File: src/design/bdrt_pkg.sv
`timescale 1ns / 1ps
// Shared types and constants of the banded damage region tracker.
// No dependencies; every other design file refers to it by scoped names.
package bdrt_pkg;

    localparam int MAX_BANDS   = 8;
    localparam int MAX_SPANS   = 4;
    localparam int MAX_RESULTS = 32;
    localparam int COORD_W     = 14;
    localparam int BCNT_W      = $clog2(MAX_BANDS + 1);
    localparam int SCNT_W      = $clog2(MAX_SPANS + 1);
    localparam int SIDX_W      = (MAX_SPANS > 1) ? $clog2(MAX_SPANS) : 1;
    localparam int RES_W       = $clog2(MAX_RESULTS);

    localparam logic OP_EXPOSE = 1'b0;
    localparam logic OP_DRAIN  = 1'b1;

    localparam logic REG_SCREEN_WIDTH  = 1'b0;
    localparam logic REG_SCREEN_HEIGHT = 1'b1;

    // One horizontal band: rows [top, bot), spans [sl[k], sr[k]) for k < cnt.
    typedef struct packed {
        logic [COORD_W-1:0]                top;
        logic [COORD_W-1:0]                bot;
        logic [SCNT_W-1:0]                 cnt;
        logic [MAX_SPANS-1:0][COORD_W-1:0] sl;
        logic [MAX_SPANS-1:0][COORD_W-1:0] sr;
    } band_t;

    typedef struct packed {
        logic take_push;
        logic take_next;
        logic set_top;
    } cell_ctl_t;

    typedef struct packed {
        logic               opcode;
        logic signed [15:0] rect_x;
        logic signed [15:0] rect_y;
        logic signed [15:0] rect_w;
        logic signed [15:0] rect_h;
    } req_t;

    typedef struct packed {
        logic [COORD_W-1:0] out_x;
        logic [COORD_W-1:0] out_y;
        logic [COORD_W-1:0] out_w;
        logic [COORD_W-1:0] out_h;
        logic               is_empty;
        logic               overflowed;
        logic               is_last;
    } rsp_t;

endpackage

File: src/design/bdrt_cell.sv
`timescale 1ns / 1ps
// One band cell of the chain: loads its neighbour, the push beat, or a new top.
// Depends on bdrt_pkg.
module bdrt_cell
(
    input  logic                        clk,
    input  bdrt_pkg::cell_ctl_t         ctl,
    input  bdrt_pkg::band_t             nbr,
    input  bdrt_pkg::band_t             push,
    input  logic [bdrt_pkg::COORD_W-1:0] new_top,
    output bdrt_pkg::band_t             band
);

    bdrt_pkg::band_t band_reg;

    always_ff @(posedge clk)
    begin
        if (ctl.take_push)
        begin
            band_reg <= push;
        end
        else if (ctl.take_next)
        begin
            band_reg <= nbr;
        end
        else if (ctl.set_top)
        begin
            band_reg.top <= new_top;
        end
    end

    assign band = band_reg;

endmodule

File: src/design/bdrt_span_merge.sv
`timescale 1ns / 1ps
// Merges one x span into a band's sorted span list; flags a span overflow.
// Depends on bdrt_pkg.
module bdrt_span_merge
(
    input  bdrt_pkg::band_t                                     band,
    input  logic [bdrt_pkg::COORD_W-1:0]                        l,
    input  logic [bdrt_pkg::COORD_W-1:0]                        r,
    output logic [bdrt_pkg::SCNT_W-1:0]                         cnt,
    output logic [bdrt_pkg::MAX_SPANS-1:0][bdrt_pkg::COORD_W-1:0] sl,
    output logic [bdrt_pkg::MAX_SPANS-1:0][bdrt_pkg::COORD_W-1:0] sr,
    output logic                                                fail
);

    logic [bdrt_pkg::MAX_SPANS-1:0] lft;
    logic [bdrt_pkg::MAX_SPANS-1:0] rgt;
    logic [bdrt_pkg::MAX_SPANS-1:0] ovl;
    logic [bdrt_pkg::COORD_W-1:0]   ml;
    logic [bdrt_pkg::COORD_W-1:0]   mr;
    logic [bdrt_pkg::SCNT_W:0]      nl;
    logic [bdrt_pkg::SCNT_W:0]      nr;
    logic [bdrt_pkg::SCNT_W:0]      no;
    logic [bdrt_pkg::SCNT_W:0]      n;
    logic [bdrt_pkg::SCNT_W:0]      src;

    always_comb
    begin
        for (int k = 0; k < bdrt_pkg::MAX_SPANS; k++)
        begin
            lft[k] = (k < int'(band.cnt)) && (band.sr[k] < l);
            rgt[k] = (k < int'(band.cnt)) && (band.sl[k] > r);
            ovl[k] = (k < int'(band.cnt)) && !lft[k] && !rgt[k];
        end
        ml = l;
        mr = r;
        for (int k = 0; k < bdrt_pkg::MAX_SPANS; k++)
        begin
            if (ovl[k] && band.sl[k] < ml)
            begin
                ml = band.sl[k];
            end
            if (ovl[k] && band.sr[k] > mr)
            begin
                mr = band.sr[k];
            end
        end
        nl   = (bdrt_pkg::SCNT_W + 1)'($countones(lft));
        nr   = (bdrt_pkg::SCNT_W + 1)'($countones(rgt));
        no   = (bdrt_pkg::SCNT_W + 1)'($countones(ovl));
        n    = nl + nr + 1'b1;
        fail = n > (bdrt_pkg::SCNT_W + 1)'(bdrt_pkg::MAX_SPANS);
        cnt  = n[bdrt_pkg::SCNT_W-1:0];
        src  = '0;
        // lefts stay put, merged span next, rights move up past the absorbed ones
        for (int j = 0; j < bdrt_pkg::MAX_SPANS; j++)
        begin
            sl[j] = '0;
            sr[j] = '0;
            if ((bdrt_pkg::SCNT_W + 1)'(j) < nl)
            begin
                sl[j] = band.sl[j];
                sr[j] = band.sr[j];
            end
            else if ((bdrt_pkg::SCNT_W + 1)'(j) == nl)
            begin
                sl[j] = ml;
                sr[j] = mr;
            end
            else
            begin
                src = (bdrt_pkg::SCNT_W + 1)'(j) + no - 1'b1;
                if (src < (bdrt_pkg::SCNT_W + 1)'(bdrt_pkg::MAX_SPANS))
                begin
                    sl[j] = band.sl[src[bdrt_pkg::SIDX_W-1:0]];
                    sr[j] = band.sr[src[bdrt_pkg::SIDX_W-1:0]];
                end
            end
        end
    end

endmodule

File: src/design/banded_damage_region_tracker_unit.sv
`timescale 1ns / 1ps
// Banded damage region tracker: chain of band cells, a span merger and a sequencer.
// Expose: accept, then one band step at a time in S_INS, then a merge sweep
//   through S_MLOAD and S_MRG (a collapse skips it).
// Drain: one result beat per cycle while the consumer keeps up; input stalled until done.
// Reset clears band count, overflow flag and control; band cells are not reset.
// Depends on bdrt_pkg, bdrt_cell, bdrt_span_merge.
module banded_damage_region_tracker_unit
(
    input  logic                         clk,
    input  logic                         rst_n,
    input  logic                         req_valid,
    output logic                         req_stall,
    input  bdrt_pkg::req_t               req_data,
    output logic                         rsp_valid,
    input  logic                         rsp_stall,
    output bdrt_pkg::rsp_t               rsp_data,
    input  logic                         cfg_valid,
    output logic                         cfg_ready,
    input  logic                         cfg_index,
    input  logic [bdrt_pkg::COORD_W-1:0] cfg_data
);

    typedef enum logic [2:0] {S_IDLE, S_INS, S_MLOAD, S_MRG, S_DRAIN} state_t;

    state_t                        state_reg, state_next;
    logic [bdrt_pkg::COORD_W-1:0]  sw_reg, sw_next;
    logic [bdrt_pkg::COORD_W-1:0]  sh_reg, sh_next;
    logic [bdrt_pkg::BCNT_W-1:0]   count_reg, count_next;
    logic [bdrt_pkg::BCNT_W-1:0]   rem_reg, rem_next;
    logic                          ovf_reg, ovf_next;
    logic [bdrt_pkg::COORD_W-1:0]  l_reg, l_next;
    logic [bdrt_pkg::COORD_W-1:0]  r_reg, r_next;
    logic [bdrt_pkg::COORD_W-1:0]  t_reg, t_next;
    logic [bdrt_pkg::COORD_W-1:0]  btm_reg, btm_next;
    logic [bdrt_pkg::SIDX_W-1:0]   k_reg, k_next;
    logic [bdrt_pkg::RES_W-1:0]    nres_reg, nres_next;
    bdrt_pkg::band_t               acc_reg, acc_next;
    logic                          rsp_valid_reg, rsp_valid_next;
    bdrt_pkg::rsp_t                rsp_reg, rsp_next;

    // chain control
    logic                          pop;
    logic                          push;
    logic                          collapse;
    logic                          set_top;
    logic [bdrt_pkg::COORD_W-1:0]  new_top;
    bdrt_pkg::band_t               push_band;
    logic [bdrt_pkg::BCNT_W-1:0]   widx;
    bdrt_pkg::cell_ctl_t           ctl_w [bdrt_pkg::MAX_BANDS];
    bdrt_pkg::band_t               cell_q [bdrt_pkg::MAX_BANDS];
    bdrt_pkg::band_t               head;

    // merged spans of the head band
    logic [bdrt_pkg::SCNT_W-1:0]                         m_cnt;
    logic [bdrt_pkg::MAX_SPANS-1:0][bdrt_pkg::COORD_W-1:0] m_sl;
    logic [bdrt_pkg::MAX_SPANS-1:0][bdrt_pkg::COORD_W-1:0] m_sr;
    logic                                                m_fail;

    // clipping
    logic signed [16:0]            cx_l, cx_r, cy_t, cy_b, lim_w, lim_h;
    logic                          clip_empty;
    logic                          emit;
    logic                          last_span;
    logic                          full;
    logic                          covers;
    logic                          same;

    function automatic bdrt_pkg::band_t make_band(
        input logic [bdrt_pkg::COORD_W-1:0] top,
        input logic [bdrt_pkg::COORD_W-1:0] bot,
        input logic [bdrt_pkg::COORD_W-1:0] l,
        input logic [bdrt_pkg::COORD_W-1:0] r
    );
        bdrt_pkg::band_t b;
        b       = '0;
        b.top   = top;
        b.bot   = bot;
        b.cnt   = bdrt_pkg::SCNT_W'(1);
        b.sl[0] = l;
        b.sr[0] = r;
        return b;
    endfunction

    assign head      = cell_q[0];
    assign req_stall = (state_reg != S_IDLE);
    assign cfg_ready = 1'b1;
    assign rsp_valid = rsp_valid_reg;
    assign rsp_data  = rsp_reg;
    assign full      = (count_reg == bdrt_pkg::BCNT_W'(bdrt_pkg::MAX_BANDS));
    assign emit      = (state_reg == S_DRAIN) && (!rsp_valid_reg || !rsp_stall);
    assign last_span = (bdrt_pkg::SCNT_W'(k_reg) + 1'b1) >= head.cnt;

    bdrt_span_merge u_merge
    (
        .band (head),
        .l    (l_reg),
        .r    (r_reg),
        .cnt  (m_cnt),
        .sl   (m_sl),
        .sr   (m_sr),
        .fail (m_fail)
    );

    // band covers check and same-span compare against the accumulator
    always_comb
    begin
        covers = 1'b0;
        same   = (acc_reg.cnt == head.cnt);
        for (int k = 0; k < bdrt_pkg::MAX_SPANS; k++)
        begin
            if (k < int'(head.cnt) && head.sl[k] <= l_reg && head.sr[k] >= r_reg)
            begin
                covers = 1'b1;
            end
            if (k < int'(head.cnt) &&
                (acc_reg.sl[k] != head.sl[k] || acc_reg.sr[k] != head.sr[k]))
            begin
                same = 1'b0;
            end
        end
    end

    // clip the incoming rectangle to the screen
    always_comb
    begin
        lim_w = $signed({3'b000, sw_reg});
        lim_h = $signed({3'b000, sh_reg});
        cx_l  = req_data.rect_x[15] ? 17'sd0 : $signed({1'b0, req_data.rect_x});
        cy_t  = req_data.rect_y[15] ? 17'sd0 : $signed({1'b0, req_data.rect_y});
        cx_r  = $signed({req_data.rect_x[15], req_data.rect_x}) +
                $signed({req_data.rect_w[15], req_data.rect_w});
        cy_b  = $signed({req_data.rect_y[15], req_data.rect_y}) +
                $signed({req_data.rect_h[15], req_data.rect_h});
        if (cx_r > lim_w)
        begin
            cx_r = lim_w;
        end
        if (cy_b > lim_h)
        begin
            cy_b = lim_h;
        end
        clip_empty = (cx_r <= cx_l) || (cy_b <= cy_t);
    end

    // sequencer
    always_comb
    begin
        state_next     = state_reg;
        sw_next        = sw_reg;
        sh_next        = sh_reg;
        count_next     = count_reg;
        rem_next       = rem_reg;
        ovf_next       = ovf_reg;
        l_next         = l_reg;
        r_next         = r_reg;
        t_next         = t_reg;
        btm_next       = btm_reg;
        k_next         = k_reg;
        nres_next      = nres_reg;
        acc_next       = acc_reg;
        rsp_next       = rsp_reg;
        rsp_valid_next = rsp_valid_reg;
        pop            = 1'b0;
        push           = 1'b0;
        collapse       = 1'b0;
        set_top        = 1'b0;
        new_top        = head.top;
        push_band      = head;

        if (rsp_valid_reg && !rsp_stall)
        begin
            rsp_valid_next = 1'b0;
        end

        if (cfg_valid)
        begin
            unique case (cfg_index)
                bdrt_pkg::REG_SCREEN_WIDTH:  sw_next = cfg_data;
                bdrt_pkg::REG_SCREEN_HEIGHT: sh_next = cfg_data;
                default:                     sw_next = sw_reg;
            endcase
        end

        unique case (state_reg)
            S_IDLE:
            begin
                if (req_valid)
                begin
                    if (req_data.opcode == bdrt_pkg::OP_DRAIN)
                    begin
                        k_next     = '0;
                        nres_next  = '0;
                        state_next = S_DRAIN;
                    end
                    else if (!clip_empty)
                    begin
                        l_next     = cx_l[bdrt_pkg::COORD_W-1:0];
                        r_next     = cx_r[bdrt_pkg::COORD_W-1:0];
                        t_next     = cy_t[bdrt_pkg::COORD_W-1:0];
                        btm_next   = cy_b[bdrt_pkg::COORD_W-1:0];
                        rem_next   = count_reg;
                        state_next = S_INS;
                    end
                end
            end

            S_INS:
            begin
                if (rem_reg == '0)
                begin
                    // tail band below every held band
                    if (t_reg < btm_reg)
                    begin
                        push      = 1'b1;
                        push_band = make_band(t_reg, btm_reg, l_reg, r_reg);
                        count_next = count_reg + 1'b1;
                        t_next    = btm_reg;
                    end
                    state_next = S_MLOAD;
                    if (t_reg < btm_reg && full)
                    begin
                        collapse = 1'b1;
                    end
                end
                else if (t_reg >= btm_reg || t_reg >= head.bot)
                begin
                    push     = 1'b1;
                    pop      = 1'b1;
                    rem_next = rem_reg - 1'b1;
                end
                else if (t_reg < head.top)
                begin
                    // gap above the head band
                    push      = 1'b1;
                    new_top   = (btm_reg < head.top) ? btm_reg : head.top;
                    push_band = make_band(t_reg, new_top, l_reg, r_reg);
                    count_next = count_reg + 1'b1;
                    t_next    = new_top;
                    collapse  = full;
                end
                else if (t_reg == head.top)
                begin
                    if (btm_reg >= head.bot)
                    begin
                        push         = 1'b1;
                        pop          = 1'b1;
                        push_band.cnt = m_cnt;
                        push_band.sl = m_sl;
                        push_band.sr = m_sr;
                        rem_next     = rem_reg - 1'b1;
                        t_next       = head.bot;
                        collapse     = m_fail;
                    end
                    else if (covers)
                    begin
                        push     = 1'b1;
                        pop      = 1'b1;
                        rem_next = rem_reg - 1'b1;
                        t_next   = btm_reg;
                    end
                    else
                    begin
                        // upper part gains the span, lower part keeps the head
                        push          = 1'b1;
                        set_top       = 1'b1;
                        new_top       = btm_reg;
                        push_band.bot = btm_reg;
                        push_band.cnt = m_cnt;
                        push_band.sl  = m_sl;
                        push_band.sr  = m_sr;
                        count_next    = count_reg + 1'b1;
                        t_next        = btm_reg;
                        collapse      = full || m_fail;
                    end
                end
                else
                begin
                    // rectangle starts inside the head band: split it at t
                    push          = 1'b1;
                    set_top       = 1'b1;
                    new_top       = t_reg;
                    push_band.bot = t_reg;
                    count_next    = count_reg + 1'b1;
                    collapse      = full;
                end

                if (collapse)
                begin
                    pop        = 1'b0;
                    set_top    = 1'b0;
                    push       = 1'b1;
                    push_band  = make_band('0, sh_reg, '0, sw_reg);
                    count_next = bdrt_pkg::BCNT_W'(1);
                    ovf_next   = 1'b1;
                    state_next = S_IDLE;
                end
            end

            S_MLOAD:
            begin
                acc_next   = head;
                pop        = 1'b1;
                count_next = count_reg - 1'b1;
                rem_next   = count_reg - 1'b1;
                state_next = S_MRG;
            end

            S_MRG:
            begin
                if (rem_reg == '0)
                begin
                    push       = 1'b1;
                    push_band  = acc_reg;
                    count_next = count_reg + 1'b1;
                    state_next = S_IDLE;
                end
                else if (acc_reg.bot == head.top && same)
                begin
                    acc_next.bot = head.bot;
                    pop          = 1'b1;
                    count_next   = count_reg - 1'b1;
                    rem_next     = rem_reg - 1'b1;
                end
                else
                begin
                    push      = 1'b1;
                    pop       = 1'b1;
                    push_band = acc_reg;
                    acc_next  = head;
                    rem_next  = rem_reg - 1'b1;
                end
            end

            S_DRAIN:
            begin
                if (emit)
                begin
                    rsp_valid_next      = 1'b1;
                    rsp_next.overflowed = ovf_reg;
                    if (count_reg == '0)
                    begin
                        rsp_next.out_x    = '0;
                        rsp_next.out_y    = '0;
                        rsp_next.out_w    = '0;
                        rsp_next.out_h    = '0;
                        rsp_next.is_empty = 1'b1;
                        rsp_next.is_last  = 1'b1;
                        ovf_next          = 1'b0;
                        state_next        = S_IDLE;
                    end
                    else
                    begin
                        rsp_next.out_x    = head.sl[k_reg];
                        rsp_next.out_y    = head.top;
                        rsp_next.out_w    = head.sr[k_reg] - head.sl[k_reg];
                        rsp_next.out_h    = head.bot - head.top;
                        rsp_next.is_empty = 1'b0;
                        rsp_next.is_last  = (count_reg == bdrt_pkg::BCNT_W'(1) && last_span) ||
                            (nres_reg == bdrt_pkg::RES_W'(bdrt_pkg::MAX_RESULTS - 1));
                        nres_next         = nres_reg + 1'b1;
                        if (rsp_next.is_last)
                        begin
                            count_next = '0;
                            ovf_next   = 1'b0;
                            state_next = S_IDLE;
                        end
                        else if (last_span)
                        begin
                            pop        = 1'b1;
                            count_next = count_reg - 1'b1;
                            k_next     = '0;
                        end
                        else
                        begin
                            k_next = k_reg + 1'b1;
                        end
                    end
                end
            end

            default:
            begin
                state_next = S_IDLE;
            end
        endcase
    end

    // write slot: tail, or one short when the chain shifts this cycle, or slot 0 on a collapse
    always_comb
    begin
        if (collapse)
        begin
            widx = '0;
        end
        else if (pop)
        begin
            widx = count_reg - 1'b1;
        end
        else
        begin
            widx = count_reg;
        end
        for (int i = 0; i < bdrt_pkg::MAX_BANDS; i++)
        begin
            ctl_w[i].take_push = push && (widx == bdrt_pkg::BCNT_W'(i));
            ctl_w[i].take_next = pop && !ctl_w[i].take_push;
            ctl_w[i].set_top   = (i == 0) && set_top;
        end
    end

    for (genvar i = 0; i < bdrt_pkg::MAX_BANDS; i++)
    begin : g_cell
        bdrt_pkg::band_t nbr;
        if (i < bdrt_pkg::MAX_BANDS - 1)
        begin : g_mid
            assign nbr = cell_q[i+1];
        end
        else
        begin : g_end
            assign nbr = '0;
        end
        bdrt_cell u_cell
        (
            .clk     (clk),
            .ctl     (ctl_w[i]),
            .nbr     (nbr),
            .push    (push_band),
            .new_top (new_top),
            .band    (cell_q[i])
        );
    end

    always_ff @(posedge clk or negedge rst_n)
    begin
        if (!rst_n)
        begin
            state_reg     <= S_IDLE;
            sw_reg        <= '0;
            sh_reg        <= '0;
            count_reg     <= '0;
            rem_reg       <= '0;
            ovf_reg       <= 1'b0;
            l_reg         <= '0;
            r_reg         <= '0;
            t_reg         <= '0;
            btm_reg       <= '0;
            k_reg         <= '0;
            nres_reg      <= '0;
            acc_reg       <= '0;
            rsp_valid_reg <= 1'b0;
            rsp_reg       <= '0;
        end
        else
        begin
            state_reg     <= state_next;
            sw_reg        <= sw_next;
            sh_reg        <= sh_next;
            count_reg     <= count_next;
            rem_reg       <= rem_next;
            ovf_reg       <= ovf_next;
            l_reg         <= l_next;
            r_reg         <= r_next;
            t_reg         <= t_next;
            btm_reg       <= btm_next;
            k_reg         <= k_next;
            nres_reg      <= nres_next;
            acc_reg       <= acc_next;
            rsp_valid_reg <= rsp_valid_next;
            rsp_reg       <= rsp_next;
        end
    end

`ifndef SYNTHESIS
    a_count_bound: assert property (@(posedge clk) disable iff (!rst_n)
        count_reg <= bdrt_pkg::BCNT_W'(bdrt_pkg::MAX_BANDS))
        else $error("band count beyond capacity");

    a_rem_bound: assert property (@(posedge clk) disable iff (!rst_n)
        (state_reg == S_INS) |-> (rem_reg <= count_reg))
        else $error("unvisited bands exceed held bands");

    a_drain_clears: assert property (@(posedge clk) disable iff (!rst_n)
        (emit && rsp_next.is_last) |=> (count_reg == '0 && !ovf_reg && state_reg == S_IDLE))
        else $error("drain did not empty the list");

    a_empty_last: assert property (@(posedge clk) disable iff (!rst_n)
        (rsp_valid && rsp_data.is_empty) |-> rsp_data.is_last)
        else $error("empty result not marked last");
`endif

endmodule
File: config.mk
export PLATFORM = sky130hd
export DESIGN_NAME = banded_damage_region_tracker_unit
export DESIGN_NICKNAME = d
export VERILOG_FILES = /design/src/design/bdrt_pkg.sv /design/src/design/bdrt_cell.sv /design/src/design/bdrt_span_merge.sv /design/src/design/banded_damage_region_tracker_unit.sv
export SDC_FILE = /design/constraint.sdc
export NUM_CORES = 2
export LEC_CHECK = 0
export ABC_CLOCK_PERIOD_IN_PS = 24700
export BUFFER_PORTS_ARGS = -buffer_cell sky130_fd_sc_hd__buf_2
export CAP_MARGIN = 30
export CELL_PAD_IN_SITES_DETAIL_PLACEMENT = 1
export CELL_PAD_IN_SITES_GLOBAL_PLACEMENT = 2
export CORE_ASPECT_RATIO = 0.6
export CORE_MARGIN = 2
export CORE_UTILIZATION = 48
export DETAILED_ROUTE_END_ITERATION = 10
export PLACE_DENSITY = 0.94
export SKIP_LAST_GASP = 1
export SLEW_MARGIN = 20
export SYNTH_ARGS = -nofsm -noshare
export SYNTH_HDL_FRONTEND = slang
export SYNTH_SLANG_ARGS = --single-unit
File: constraint.sdc
create_clock -name clk -period 24.7 [get_ports clk]
set_clock_uncertainty 0.05 [all_clocks]
set_input_delay 4.94 -clock clk [delete_from_list [all_inputs] [get_ports clk]]
set_output_delay 4.94 -clock clk [all_outputs]
set_load 0.01 [all_outputs]
==> results.md <==
* Status: finished, final reports clean
* Area leader, netlist: edfxtp_1
* Number of flip-flops in the largest register at 1144
* Min-Delay Path Class: flop to flop
* MaxCap Viol Count at 0
* R2r startpoint: r_reg[6]
* Total CTS buffers at 150
* Die Wd at 554 µm
* Mapped Nets at 7849
* Die Y at 334 µm
* CP dominant cell by count: ha_1
* Num ports at 147
* Hold Crit Depth at 2
* M2 GR Usage at 0.574
* Fin. max-slew vios at 0
* Clock H-tree levels at 4
* Via density at 7.23
* Synth cell types at 93
* Root Driver: clkbuf_16
* Gr ovfl total at 0
* Cell at the slowest stage of the critical path: nor2_1
* Sequential cell area fraction in the yosys report at 0.483
* Max Clk Rate at 71.2 MHz
* Grt peak-use layer: met1
* Clock Sink Count at 1450
* CTS resizes at 0
* Largest net degree at the start of global routing at 184
* Clock transition at path regs at 0.07 ns
* Worst reg2reg path depth at 38
* Total Nets Final at 8030
* GRT met3 Usage at 0.224
* Routed len/inst at 41.9 µm
* Post-route cell area at 96800 µm²
* Share of cells above drive strength 1 at 0.251
* Final GP Congestion at 1.11
* Met1 Resource Use GR at 0.627
* Post-DP Area at 91600 µm²
* Critical path class: flop to flop
* Worst Setup SP: r_reg[6]
* Area growth, synth to finish at 11.3%
* Min Clock Period, post-route at 14.04 ns
* Hold Vio Cnt, Final at 0
* Critical path arrival at 14.68 ns
* DPL Wire Length at 291000 µm
* Crit. End Element: flop
* Setup bufs post-CTS at 0
* Routed via count at 71900
* Vias in the first global route at 70300
* Final setup violation count at 0
* Row count at 120
* Most common cell in the netlist: edfxtp_1
* Yosys warning count at 0
* Clk buf depth at 4
* Final Cycle Share at 0.569
* CTS Hold Buffers Added at 0
* Share of flip-flops with an asynchronous set or reset at 0.211
* RSZ-0062 raised after global routing: false
* Synthesized area at 87000 µm²
* CORE AREA at 179000 µm²
* Routed WL at 417000 µm
* Post-synth top cells: 1144 x edfxtp_1, 883 x mux2_2, 506 x ha_1
* Clock Latency Late Sink at 0.85 ns
* Number of remaining DRC errors at 0
* Number of DRC markers in iteration 0 at 11900
* Setup TNS at 0 ns
* Cells after Synth at 7250
* Synth area leaders: edfxtp_1 39%, mux2_2 11%, dfrtp_1 8.8%
* Post-synth EDFFs at 1144
* Final ANT Viol Nets at 0
* Fin Hold WS at 0.426 ns
* Starting Density at 0.485
* DRT Pass-1 Iters at 7
* All-Layer GR Usage at 0.440
* R2R setup slack at 10.66 ns
* First-pass GRT wire length at 572000 µm
* Worst endpoint required time at 25.34 ns
* Area of the die at 185000 µm²
* Max Fanout on Critical Path at 23
* Worst Setup EP: g_cell[4].u_cell.band[37]
* Port bufs at 145
* Ys flop type: edfxtp_1
* Synth Register Bits at 1450
* Max transition margin at 0.111
* RR Endpoint: g_cell[4].u_cell.band[37]
* Avg Cell Area, Syn at 12.0 µm²
* CTS tree: built
* Largest stage delay, worst path at 0.93 ns
* Startpoint types: flop
* Initial antenna violation count at 45
* Top cell type's share of synthesized area at 0.395
* Worst-margin pin slew at 1.33 ns
## through the flow
stage          worst slack, ns  cells   util
6_report                 10.66   9948  0.540
5_1_grt                  10.62   9923  0.540
4_1_cts                  11.22   9896  0.538
3_5_place_dp             11.28   9635  0.511
3_3_place_gp             10.74   9612  0.510
2_1_floorplan            12.51   7250      -
## worst max-delay path: cells and delay by family, from the launching register on
kind                       cells  cell delay, ns
AOI/OAI and AO/OA             14            5.04
adders and majority gates      4            1.39
buffers and inverters          5            1.29
DFF                            1            0.59
muxes                          3            1.54
and+or+nand+nor               12            3.97
## logic make-up (layout without fill, tap and decap cells)
logic type	count (synthesis)	after routing	synth area share
AOI/OAI and AO/OA	1570	1570	0.118
DFF	1450	1450	0.483
and+or+nand+nor	1399	1399	0.0772
muxes	1380	1380	0.192
buffers and inverters	758	1048	0.0365
adders and majority gates	514	514	0.0746
xor gates and xnor gates	178	178	0.0179
other	1	30	0.0000431
## final cells by class
type	count	area [µm²]
antenna	29	72.6
clock buffer	183	3960
clock inverter	78	781
fill	18100	82500
inverter	293	1100
multi-input combinational	5042	42300
sequential	1450	42000
tap	2379	2980
timing repair buffer	494	3600
## placed cells by master (no fill, tap or decap), types with 84 or more instances in the layout
| cell type | count |
|---|---|
| a21oi_1 | 372 |
| and2_1 | 125 |
| buf_2 | 152 |
| buf_4 | 316 |
| clkbuf_16 | 151 |
| dfrtp_1 | 305 |
| edfxtp_1 | 1144 |
| ha_1 | 504 |
| inv_1 | 293 |
| mux2_1 | 200 |
| mux2_2 | 883 |
| mux2_4 | 104 |
| mux2i_1 | 109 |
| mux4_2 | 84 |
| nand2_1 | 461 |
| nand3_1 | 84 |
| nand4_1 | 95 |
| nor2_1 | 274 |
| nor3_1 | 104 |
| o21ai_0 | 371 |
| xnor2_1 | 97 |
## per-layer routing
layer / wire (µm) / vias to the layer above
met2: 159000 / 5983
met4: 13300 / 50
li1: - / 28000
met5: 1630 / -
met3: 70700 / 1089
met1: 172000 / 36800
## worst min-delay path by stage
stage                      start            to
floorplan                ovf_reg   rsp_data[1]
global placement    rsp_data[18]  rsp_data[18]
detailed placement   rsp_data[1]   rsp_data[1]
CTS                 rsp_data[33]  rsp_data[33]
global route             ovf_reg   rsp_data[1]
finish              rsp_data[18]  rsp_data[18]
Power is not shown: default switching activity piles up to over one toggle a cycle in this logic, so the estimate is an artifact.
